--- src/rtl/bcpt_pkg.sv ---
// Package of the breath cycle phase timer: widths, register indexes, reset values,
// divider constants and the result payload type. No dependencies.
`timescale 1ns / 1ps
`default_nettype none

package bcpt_pkg;

   // Channel widths, padded to whole bytes.
   localparam int REQ_TDATA_W = 24;
   localparam int RSP_TDATA_W = 72;

   // Configuration port.
   localparam int CSR_ADDR_W = 3;
   localparam int CSR_DATA_W = 13;
   localparam int RATIO_W    = 7;
   localparam int MS_W       = 13;

   localparam logic [CSR_ADDR_W-1:0] CSR_BPM        = 3'd0;
   localparam logic [CSR_ADDR_W-1:0] CSR_IE_INHALE  = 3'd1;
   localparam logic [CSR_ADDR_W-1:0] CSR_IE_EXHALE  = 3'd2;
   localparam logic [CSR_ADDR_W-1:0] CSR_HOLD_IN    = 3'd3;
   localparam logic [CSR_ADDR_W-1:0] CSR_PEEP_PAUSE = 3'd4;

   localparam logic [RATIO_W-1:0] BPM_RESET     = 7'd12;
   localparam logic [RATIO_W-1:0] INHALE_RESET  = 7'd10;
   localparam logic [RATIO_W-1:0] EXHALE_RESET  = 7'd20;
   localparam logic [MS_W-1:0]    HOLD_RESET    = 13'd250;
   localparam logic [MS_W-1:0]    PEEP_RESET    = 13'd500;

   // Field widths.
   localparam int TIME_W  = 16;
   localparam int PRESS_W = 16;
   localparam int SHOWN_W = 17;
   localparam int INSP_W  = 18;
   localparam logic [SHOWN_W-1:0] SHOWN_MAX = 17'h1FFFF;

   // Serial divider and multiplier.
   localparam int QUO_W = 23;
   localparam int CNT_W = 5;
   localparam logic [QUO_W-1:0] RATE_DIVIDEND   = 23'd6000000;
   // 60000 moved up by seven places so that sixteen steps consume it.
   localparam logic [QUO_W-1:0] PERIOD_DIVIDEND = 23'd7680000;
   localparam logic [CNT_W-1:0] RATE_STEPS   = 5'd23;
   localparam logic [CNT_W-1:0] PERIOD_STEPS = 5'd16;
   localparam logic [CNT_W-1:0] MUL_STEPS    = 5'd7;
   localparam logic [CNT_W-1:0] INSP_STEPS   = 5'd23;

   typedef struct packed {
      logic [SHOWN_W-1:0]        elapsed_ms;
      logic [TIME_W-1:0]         resp_rate;
      logic signed [PRESS_W-1:0] last_breath_peak;
      logic signed [PRESS_W-1:0] running_peak;
      logic                      timing_error;
      logic                      peep_pause_done;
      logic                      expiration_done;
      logic                      hold_done;
      logic                      inspiration_done;
   } rsp_payload_type;

   localparam int RSP_PAYLOAD_W = $bits(rsp_payload_type);

endpackage

`default_nettype wire

--- src/rtl/breath_cycle_phase_timer_core.sv ---
// Breath cycle phase timer core: phase lengths, rate and peak tracking of one breath.
// Depends on bcpt_pkg. Uses one shared bit-serial divider and a serial multiplier.
//
// Usage: each req transaction carries one step of the breath timer: a start-breath
// flag, a pressure sample qualified by req_tuser, and a millisecond tick. Every
// transaction yields exactly one rsp transaction with the phase-done flags, the
// error flag, the running and last peaks, the last measured rate and the elapsed
// time. Configuration must be written by the user through csr_we/csr_addr/csr_wdata
// only while idle; the core itself does not enforce this. A step without start
// passes from idle through the apply and output states into the rsp register. A
// step with start first runs the restoring divider one quotient bit per cycle for
// the rate (23 steps) and the period (16 steps), a shift-add multiplier (7 steps)
// and the inspiration division (23 steps), then the finish state, before apply and
// output. One step is in work at a time, so a new transaction is not taken until
// the previous one has reached the rsp register. req_tready is high while the core
// is idle, and a new transaction is taken even while the previous result waits in
// the rsp register. When rsp_tready is low the finished result holds until the
// register frees up. Synchronous reset clears the timing state, peaks, rate and
// elapsed count, restores the register defaults and empties the rsp register.
`timescale 1ns / 1ps
`default_nettype none

module breath_cycle_phase_timer_core #(
   parameter int ELAPSED_WIDTH = 17
) (
   input  wire logic                               clock,
   input  wire logic                               reset,
   // tdata: start_breath[0], pressure_sample[16:1], tick[17], zero pad [23:18]
   input  wire logic [bcpt_pkg::REQ_TDATA_W-1:0]   req_tdata,
   // tuser: sample_valid[0]
   input  wire logic                               req_tuser,
   input  wire logic                               req_tvalid,
   output logic                                    req_tready,
   // tdata: inspiration_done[0], hold_done[1], expiration_done[2],
   // peep_pause_done[3], timing_error[4], running_peak[20:5],
   // last_breath_peak[36:21], resp_rate[52:37], elapsed_ms[69:53], zero pad [71:70]
   output logic [bcpt_pkg::RSP_TDATA_W-1:0]        rsp_tdata,
   output logic                                    rsp_tvalid,
   input  wire logic                               rsp_tready,
   input  wire logic                               csr_we,
   input  wire logic [bcpt_pkg::CSR_ADDR_W-1:0]    csr_addr,
   input  wire logic [bcpt_pkg::CSR_DATA_W-1:0]    csr_wdata
);
   import bcpt_pkg::*;

   localparam int EW   = ELAPSED_WIDTH;
   localparam int DIVW = ELAPSED_WIDTH;
   localparam int CW   = ELAPSED_WIDTH + 1;
   localparam logic [EW-1:0] ELAPSED_SHOW_MAX = EW'(SHOWN_MAX);

   localparam logic [2:0] ST_IDLE     = 3'd0;
   localparam logic [2:0] ST_DIV_RATE = 3'd1;
   localparam logic [2:0] ST_DIV_PER  = 3'd2;
   localparam logic [2:0] ST_MUL      = 3'd3;
   localparam logic [2:0] ST_DIV_INSP = 3'd4;
   localparam logic [2:0] ST_FINISH   = 3'd5;
   localparam logic [2:0] ST_APPLY    = 3'd6;
   localparam logic [2:0] ST_OUTPUT   = 3'd7;

   logic [2:0]              state_ff,      state_in;
   logic [CNT_W-1:0]        cnt_ff,        cnt_in;
   logic [DIVW:0]           rem_ff,        rem_in;
   logic [QUO_W-1:0]        dvd_ff,        dvd_in;
   logic [QUO_W-1:0]        quo_ff,        quo_in;
   logic [DIVW-1:0]         dvs_ff,        dvs_in;
   logic [QUO_W-1:0]        acc_ff,        acc_in;
   logic [RATIO_W-1:0]      msr_ff,        msr_in;

   logic                    svalid_ff,     svalid_in;
   logic signed [PRESS_W-1:0] sample_ff,   sample_in;
   logic                    tick_ff,       tick_in;

   logic [RATIO_W-1:0]      bpm_ff,        bpm_in;
   logic [RATIO_W-1:0]      inhale_ff,     inhale_in;
   logic [RATIO_W-1:0]      exhale_ff,     exhale_in;
   logic [MS_W-1:0]         hold_ff,       hold_in;
   logic [MS_W-1:0]         peep_ff,       peep_in;

   logic [EW-1:0]           elapsed_ff,    elapsed_in;
   logic [TIME_W-1:0]       period_ff,     period_in;
   logic [TIME_W-1:0]       insp_total_ff, insp_total_in;
   logic signed [INSP_W-1:0] insp_ms_ff,   insp_ms_in;
   logic [TIME_W-1:0]       expire_ff,     expire_in;
   logic                    error_ff,      error_in;
   logic signed [PRESS_W-1:0] peak_now_ff, peak_now_in;
   logic signed [PRESS_W-1:0] peak_last_ff, peak_last_in;
   logic [TIME_W-1:0]       rate_ff,       rate_in;

   logic                    rsp_valid_ff,  rsp_valid_in;
   rsp_payload_type         rsp_data_ff,   rsp_data_in;

   // One restoring division step and one shift-add multiply step.
   logic [DIVW:0]           rem_shift;
   logic                    div_ge;
   logic [DIVW:0]           rem_step;
   logic [QUO_W-1:0]        quo_step;
   logic [QUO_W-1:0]        acc_step;
   logic                    last_step;
   logic [RATIO_W:0]        ie_sum;
   logic signed [INSP_W-1:0] insp_ms_calc;
   logic [SHOWN_W-1:0]      peep_limit;
   rsp_payload_type         result;

   assign rem_shift = {rem_ff[DIVW-1:0], dvd_ff[QUO_W-1]};
   assign div_ge    = rem_shift >= {1'b0, dvs_ff};
   assign rem_step  = div_ge ? (rem_shift - {1'b0, dvs_ff}) : rem_shift;
   assign quo_step  = {quo_ff[QUO_W-2:0], div_ge};
   assign acc_step  = {acc_ff[QUO_W-2:0], 1'b0}
                      + (msr_ff[RATIO_W-1] ? QUO_W'(period_ff) : '0);
   assign last_step = (cnt_ff == CNT_W'(1));
   assign ie_sum    = {1'b0, inhale_ff} + {1'b0, exhale_ff};

   assign insp_ms_calc = $signed({2'b00, insp_total_ff}) - $signed({5'b00000, hold_ff});
   assign peep_limit   = {1'b0, expire_ff} + {4'b0000, peep_ff};

   always_comb begin
      result.inspiration_done = insp_ms_ff[INSP_W-1]
                                | ({1'b0, elapsed_ff} > CW'(insp_ms_ff[INSP_W-2:0]));
      result.hold_done        = elapsed_ff > EW'(insp_total_ff);
      result.expiration_done  = elapsed_ff > EW'(period_ff);
      result.peep_pause_done  = elapsed_ff > EW'(peep_limit);
      result.timing_error     = error_ff;
      result.running_peak     = peak_now_ff;
      result.last_breath_peak = peak_last_ff;
      result.resp_rate        = rate_ff;
      result.elapsed_ms       = (elapsed_ff > ELAPSED_SHOW_MAX) ? SHOWN_MAX
                                                                : elapsed_ff[SHOWN_W-1:0];
   end

   always_comb begin
      state_in      = state_ff;
      cnt_in        = cnt_ff;
      rem_in        = rem_ff;
      dvd_in        = dvd_ff;
      quo_in        = quo_ff;
      dvs_in        = dvs_ff;
      acc_in        = acc_ff;
      msr_in        = msr_ff;
      svalid_in     = svalid_ff;
      sample_in     = sample_ff;
      tick_in       = tick_ff;
      bpm_in        = bpm_ff;
      inhale_in     = inhale_ff;
      exhale_in     = exhale_ff;
      hold_in       = hold_ff;
      peep_in       = peep_ff;
      elapsed_in    = elapsed_ff;
      period_in     = period_ff;
      insp_total_in = insp_total_ff;
      insp_ms_in    = insp_ms_ff;
      expire_in     = expire_ff;
      error_in      = error_ff;
      peak_now_in   = peak_now_ff;
      peak_last_in  = peak_last_ff;
      rate_in       = rate_ff;
      rsp_valid_in  = rsp_valid_ff & ~rsp_tready;
      rsp_data_in   = rsp_data_ff;

      if (csr_we) begin
         unique case (csr_addr)
            CSR_BPM:        bpm_in    = csr_wdata[RATIO_W-1:0];
            CSR_IE_INHALE:  inhale_in = csr_wdata[RATIO_W-1:0];
            CSR_IE_EXHALE:  exhale_in = csr_wdata[RATIO_W-1:0];
            CSR_HOLD_IN:    hold_in   = csr_wdata[MS_W-1:0];
            CSR_PEEP_PAUSE: peep_in   = csr_wdata[MS_W-1:0];
            default: ;
         endcase
      end

      unique case (state_ff)
         ST_IDLE: begin
            if (req_tvalid) begin
               svalid_in = req_tuser;
               sample_in = $signed(req_tdata[16:1]);
               tick_in   = req_tdata[17];
               if (req_tdata[0]) begin
                  rem_in   = '0;
                  quo_in   = '0;
                  dvd_in   = RATE_DIVIDEND;
                  dvs_in   = elapsed_ff;
                  cnt_in   = RATE_STEPS;
                  state_in = ST_DIV_RATE;
               end else begin
                  state_in = ST_APPLY;
               end
            end
         end
         ST_DIV_RATE: begin
            rem_in = rem_step;
            quo_in = quo_step;
            dvd_in = {dvd_ff[QUO_W-2:0], 1'b0};
            cnt_in = cnt_ff - CNT_W'(1);
            if (last_step) begin
               // A zero divisor gives an all-ones quotient, which saturates too.
               rate_in  = (|quo_step[QUO_W-1:TIME_W]) ? '1 : quo_step[TIME_W-1:0];
               rem_in   = '0;
               quo_in   = '0;
               dvd_in   = PERIOD_DIVIDEND;
               dvs_in   = DIVW'(bpm_ff);
               cnt_in   = PERIOD_STEPS;
               state_in = ST_DIV_PER;
            end
         end
         ST_DIV_PER: begin
            rem_in = rem_step;
            quo_in = quo_step;
            dvd_in = {dvd_ff[QUO_W-2:0], 1'b0};
            cnt_in = cnt_ff - CNT_W'(1);
            if (last_step) begin
               // A zero bpm setting leaves sixteen ones, the saturated period.
               period_in = quo_step[TIME_W-1:0];
               acc_in    = '0;
               msr_in    = inhale_ff;
               cnt_in    = MUL_STEPS;
               state_in  = ST_MUL;
            end
         end
         ST_MUL: begin
            acc_in = acc_step;
            msr_in = {msr_ff[RATIO_W-2:0], 1'b0};
            cnt_in = cnt_ff - CNT_W'(1);
            if (last_step) begin
               rem_in   = '0;
               quo_in   = '0;
               dvd_in   = acc_step;
               dvs_in   = DIVW'(ie_sum);
               cnt_in   = INSP_STEPS;
               state_in = ST_DIV_INSP;
            end
         end
         ST_DIV_INSP: begin
            rem_in = rem_step;
            quo_in = quo_step;
            dvd_in = {dvd_ff[QUO_W-2:0], 1'b0};
            cnt_in = cnt_ff - CNT_W'(1);
            if (last_step) begin
               insp_total_in = (ie_sum == '0) ? '0 : quo_step[TIME_W-1:0];
               state_in      = ST_FINISH;
            end
         end
         ST_FINISH: begin
            insp_ms_in   = insp_ms_calc;
            expire_in    = (insp_total_ff <= period_ff) ? (period_ff - insp_total_ff) : '0;
            error_in     = insp_ms_calc[INSP_W-1] | (insp_total_ff > period_ff);
            peak_last_in = peak_now_ff;
            peak_now_in  = '0;
            elapsed_in   = '0;
            state_in     = ST_APPLY;
         end
         ST_APPLY: begin
            if (svalid_ff && (sample_ff > peak_now_ff)) begin
               peak_now_in = sample_ff;
            end
            if (tick_ff && (elapsed_ff != '1)) begin
               elapsed_in = elapsed_ff + EW'(1);
            end
            state_in = ST_OUTPUT;
         end
         ST_OUTPUT: begin
            if (!rsp_valid_ff || rsp_tready) begin
               rsp_valid_in = 1'b1;
               rsp_data_in  = result;
               state_in     = ST_IDLE;
            end
         end
         default: state_in = ST_IDLE;
      endcase
   end

   always_ff @(posedge clock) begin
      if (reset) begin
         state_ff      <= ST_IDLE;
         bpm_ff        <= BPM_RESET;
         inhale_ff     <= INHALE_RESET;
         exhale_ff     <= EXHALE_RESET;
         hold_ff       <= HOLD_RESET;
         peep_ff       <= PEEP_RESET;
         elapsed_ff    <= '0;
         period_ff     <= '0;
         insp_total_ff <= '0;
         insp_ms_ff    <= '0;
         expire_ff     <= '0;
         error_ff      <= 1'b0;
         peak_now_ff   <= '0;
         peak_last_ff  <= '0;
         rate_ff       <= '0;
         rsp_valid_ff  <= 1'b0;
      end else begin
         state_ff      <= state_in;
         bpm_ff        <= bpm_in;
         inhale_ff     <= inhale_in;
         exhale_ff     <= exhale_in;
         hold_ff       <= hold_in;
         peep_ff       <= peep_in;
         elapsed_ff    <= elapsed_in;
         period_ff     <= period_in;
         insp_total_ff <= insp_total_in;
         insp_ms_ff    <= insp_ms_in;
         expire_ff     <= expire_in;
         error_ff      <= error_in;
         peak_now_ff   <= peak_now_in;
         peak_last_ff  <= peak_last_in;
         rate_ff       <= rate_in;
         rsp_valid_ff  <= rsp_valid_in;
      end
   end

   always_ff @(posedge clock) begin
      cnt_ff      <= cnt_in;
      rem_ff      <= rem_in;
      dvd_ff      <= dvd_in;
      quo_ff      <= quo_in;
      dvs_ff      <= dvs_in;
      acc_ff      <= acc_in;
      msr_ff      <= msr_in;
      svalid_ff   <= svalid_in;
      sample_ff   <= sample_in;
      tick_ff     <= tick_in;
      rsp_data_ff <= rsp_data_in;
   end

   assign req_tready = (state_ff == ST_IDLE);
   assign rsp_tvalid = rsp_valid_ff;
   assign rsp_tdata  = {(RSP_TDATA_W - RSP_PAYLOAD_W)'(0), rsp_data_ff};

endmodule

`default_nettype wire

--- config.mk ---
export PLATFORM = sky130hd
export DESIGN_NAME = breath_cycle_phase_timer_core
export DESIGN_NICKNAME = d
export VERILOG_FILES = /design/src/rtl/bcpt_pkg.sv /design/src/rtl/breath_cycle_phase_timer_core.sv
export SDC_FILE = /design/constraint.sdc
export NUM_CORES = 1
export LEC_CHECK = 0
export BUFFER_PORTS_ARGS = -buffer_cell sky130_fd_sc_hd__buf_2
export CAP_MARGIN = 20
export CORE_MARGIN = 2
export CORE_UTILIZATION = 58
export DETAILED_ROUTE_END_ITERATION = 10
export PLACE_DENSITY = 0.85
export SLEW_MARGIN = 10
export SYNTH_ARGS = -nofsm -noshare
export SYNTH_HDL_FRONTEND = slang
export SYNTH_SLANG_ARGS = --single-unit
--- constraint.sdc ---
create_clock -name clock -period 15.1 [get_ports clock]
set_input_delay 1.51 -clock clock [delete_from_list [all_inputs] [get_ports clock]]
set_output_delay 1.51 -clock clock [all_outputs]
set_load 0.05 [all_outputs]
==> metrics.yaml <==
synth:
  synth_most_common_cell: "nand2_1"
  syn_area_sq_um: 20100
  yosysTopAreaCell: "edfxtp_1"
  synth_top_family_by_area: "simple AND/OR/NAND/NOR gates"
  netlist_top_cells_count: "nand2_1 (259), edfxtp_1 (201), dfxtp_1 (182)"
  synth_xor_area_share_pct: 3.26
  synth_cell_types: 79
  synthSimpleGateAreaFrac_pct: 15.7
  synthAdderAreaFrac_pct: 11.0
  synth_area_leaders: "edfxtp_1 (30%), dfxtp_1 (18%), ha_1 (10%)"
  syn_avg_cell_area_sq_um: 9.92
  ys_seq_area_share_pct: 48.1
  yosys_warnings: 0
  synth_edf_count: 201
  netlist_instances: 2030
  synth_compound_area_share_pct: 15.4
  ys_ff_latch: 383
  synth_top_area_share_pct: 30.0
  synthMuxAreaShare_pct: 2.39
  ys_async_sr_fraction_pct: 0
  synth_ff_type: "edfxtp_1"
global_route:
  grt_pass1_vias: 15400
  grtUsageMet3_pct: 5.82
  grt_util_met2_pct: 45.7
  grt_first_pass_wirelength_microns: 79800
  grt_overflow: 0
  use_met1_pct: 35.9
  grt_busiest_layer: "met2"
  antenna_found_initial: 2
  grt_usage_pct: 27.9
  grt_max_degree: 66
worst_hold_path:
  min_path_cells: 0
  hold_start: "peak_last_ff[15]"
  hold_path.class: "register to register"
  hold_end: "rsp_tdata[36]"
drt:
  routedWlPerCell_microns: 19.6
  detail_route.vias_per_cell: 6.05
  drt_wl_total_microns: 50700
  drc_errors: 0
  ant_nets: 0
  first_iter_violations: 1528
  drt_first_pass_iters: 5
  vias: 15700
power_and_ir_drop:
  p_comb_share_pct: 25.1
  swShare_pct: 33.1
  pwr-share-clk_pct: 31.0
  p_per_area_nw_per_um2: 144
  p_int_w: 0.00216
  p_seq_share_pct: 43.9
  ir_drop_mv: 0.122
  power.leakage_nw: 9.00
  p_switching_w: 0.00107
timing:
  hold_slack_ns: 0.432
  worst_slack_ns: 11.17
  fin_crit_sh_pct: 26.0
  rsz0062_at_grt: "false"
  min_period_ns: 3.93
  fmax_ghz: 0.254
  clock_skew_ns: 0.0244
  max-slew-margin-rel_pct: 30.0
  tightest_slew_ns: 1.05
  finalSetupTns_ns: 0
  slew_violations: 0
  hold_violations: 0
  setup_violations: 0
place:
  dpl_worst_slack_ns: 11.22
  routabilityCongestion: 0.939
  place_area_sq_um: 21000
  port_buffers: 111
  hpwl_microns: 35900
floorplan:
  start_util_pct: 58.6
  fp.coreArea_sq_um: 34400
  pin_count: 120
  die_h_microns: 190
  num_rows: 68
  die-width_microns: 190
  design.die.area_sq_um: 36200
layout:
  nets: 2323
  ff_latch_area_sq_um: 9680
  multiInputGateArea_sq_um: 9630
  fillers: 2647
  antennaDiodeCount: 0
  synthToLayoutAreaGrowth_pct: 11.2
  fin_area_sq_um: 22400
  drive_above_1_share_pct: 11.0
critical_path:
  start_kind: "register"
  crit_arrival_ns: 4.22
  required_ns: 15.39
  reg2reg_depth: 15
  worstReg2RegStart: "peep_ff[0]"
  cp_max_fo: 3
  crit_path_end_kind: "register"
  critPathKind: "register to register"
  r2r-end: "rsp_tdata[3]"
  regToRegSetupSlack_ns: 11.17
job:
  max_cap_violations: 0
cts:
  cts_tree: "yes"
  cts-resized-gates: 0
  cts_root_buf: "clkbuf_16"
  path_clk_slew_ns: 0.06
  cts_hold_buf: 0
  cts_setup_buffers: 0
  clock_sinks: 383
  clk_latency_ns: 0.57
  htree_levels: 2
  cts_buffer_depth: 3
  cts_inserted_buffers: 41
run_status:
  status: "finished, final reports clean"
-- area by class of cell --
| class | count | share of cell area (%) |
|---|---|---|
| Tap cell | 455 | 2.54 |
| Clock inverter | 19 | 0.777 |
| Multi-Input combinational cell | 1427 | 43.0 |
| Timing Repair Buffer | 130 | 3.19 |
| Clock buffer | 57 | 5.22 |
| Sequential cell | 383 | 43.2 |
| Inverter | 121 | 2.03 |
-- sequential cells by signal, indices dropped and copies added (netlist names), 17 cells and up --
register / cells
rem_ff: 17
dvs_ff: 17
insp_ms_ff: 17
dvd_ff: 23
quo_ff: 22
acc_ff: 22
rsp_tdata: 70
elapsed_ff: 17
-- worst max path at each step --
stage | startpoint | endpoint | slack (ns)
global placement | peep_ff[0] | rsp_tdata[3] | 11.32
CTS | peep_ff[0] | rsp_tdata[3] | 11.19
global route | peep_ff[0] | rsp_tdata[3] | 10.83
detailed placement | peep_ff[0] | rsp_tdata[3] | 11.22
floorplan | req_tvalid | dvd_ff[0] | 8.03
finish | peep_ff[0] | rsp_tdata[3] | 11.17
-- cells by family (layout without fill, tap and decap cells) --
family / after synthesis / count (layout)
buf+inv: 221 / 327
other cells: 1 / 2
compound gates: 469 / 469
fa+ha+maj: 173 / 173
flops: 383 / 383
mux: 48 / 48
xor+xnor: 75 / 75
simple gates: 660 / 660
-- metal layers --
metal	part of all wire (%)	vias up
li1	-	7440
met1	42	7465
met2	46	641
met3	8.2	134
met4	3.8	4
met5	0.047	-
-- placed cells by master, fill, tap and decap left out, types with 9 or more instances in the layout --
master     Yosys  final
a211oi_1      17     17
a21o_1        41     41
a21oi_1      159    159
a22o_1        27     27
a31oi_1       16     16
and2_1        59     59
and3_1        20     20
buf_2         12    111
buf_4          2     17
clkbuf_1      77     10
clkbuf_16      0     43
clkinv_2       0     11
dfxtp_1      182    182
edfxtp_1     201    201
ha_1         167    167
inv_1        121    121
mux2i_1       48     48
nand2_1      259    259
nand2b_1      11     11
nand3_1       39     39
nand4_1       27     27
nor2_1       139    138
nor2b_1       23     22
nor3_1        26     26
o211ai_1      16     16
o21a_1        14     14
o21ai_0       81     81
o21bai_1      10     10
o221a_2       16     16
or2_2          9      9
or3_1         14     14
xnor2_1       43     43
xor2_1        32     32
-- critical path: stages (launching register included) --
cell	delay [ns]
dfxtp_1	0.32
ha_1	0.23
fa_1	0.42
a21o_1	0.19
a21oi_1	0.30
o21ai_0	0.22
nand4_1	0.15
a41oi_1	0.18
o21ai_0	0.23
xor2_1	0.17
ha_1	0.26
a21o_1	0.16
a21o_1	0.17
a21oi_1	0.22
nor4bb_1	0.30
a221oi_1	0.13
-- stage by stage --
stage          std cells  utilization (%)  total power, W
2_1_floorplan       2031                -         0.00201
3_3_place_gp        2514             61.1         0.00218
3_5_place_dp        2514             61.1         0.00223
4_1_cts             2590             65.0         0.00322
6_report            2592             65.1         0.00323
5_1_grt             2592             65.1         0.00336
-- power groups by stage --
stage	logic [W]	clock network [W]	registers [W]
after global routing	0.000879	0.00105	0.00143
after CTS	0.000798	0.00101	0.00142
after global placement	0.000754	0	0.00143
after floorplan	0.000595	0	0.00141
after detailed placement	0.000791	0	0.00143
final	0.000809	0.00100	0.00142
Power figures use the tool's default switching activity.
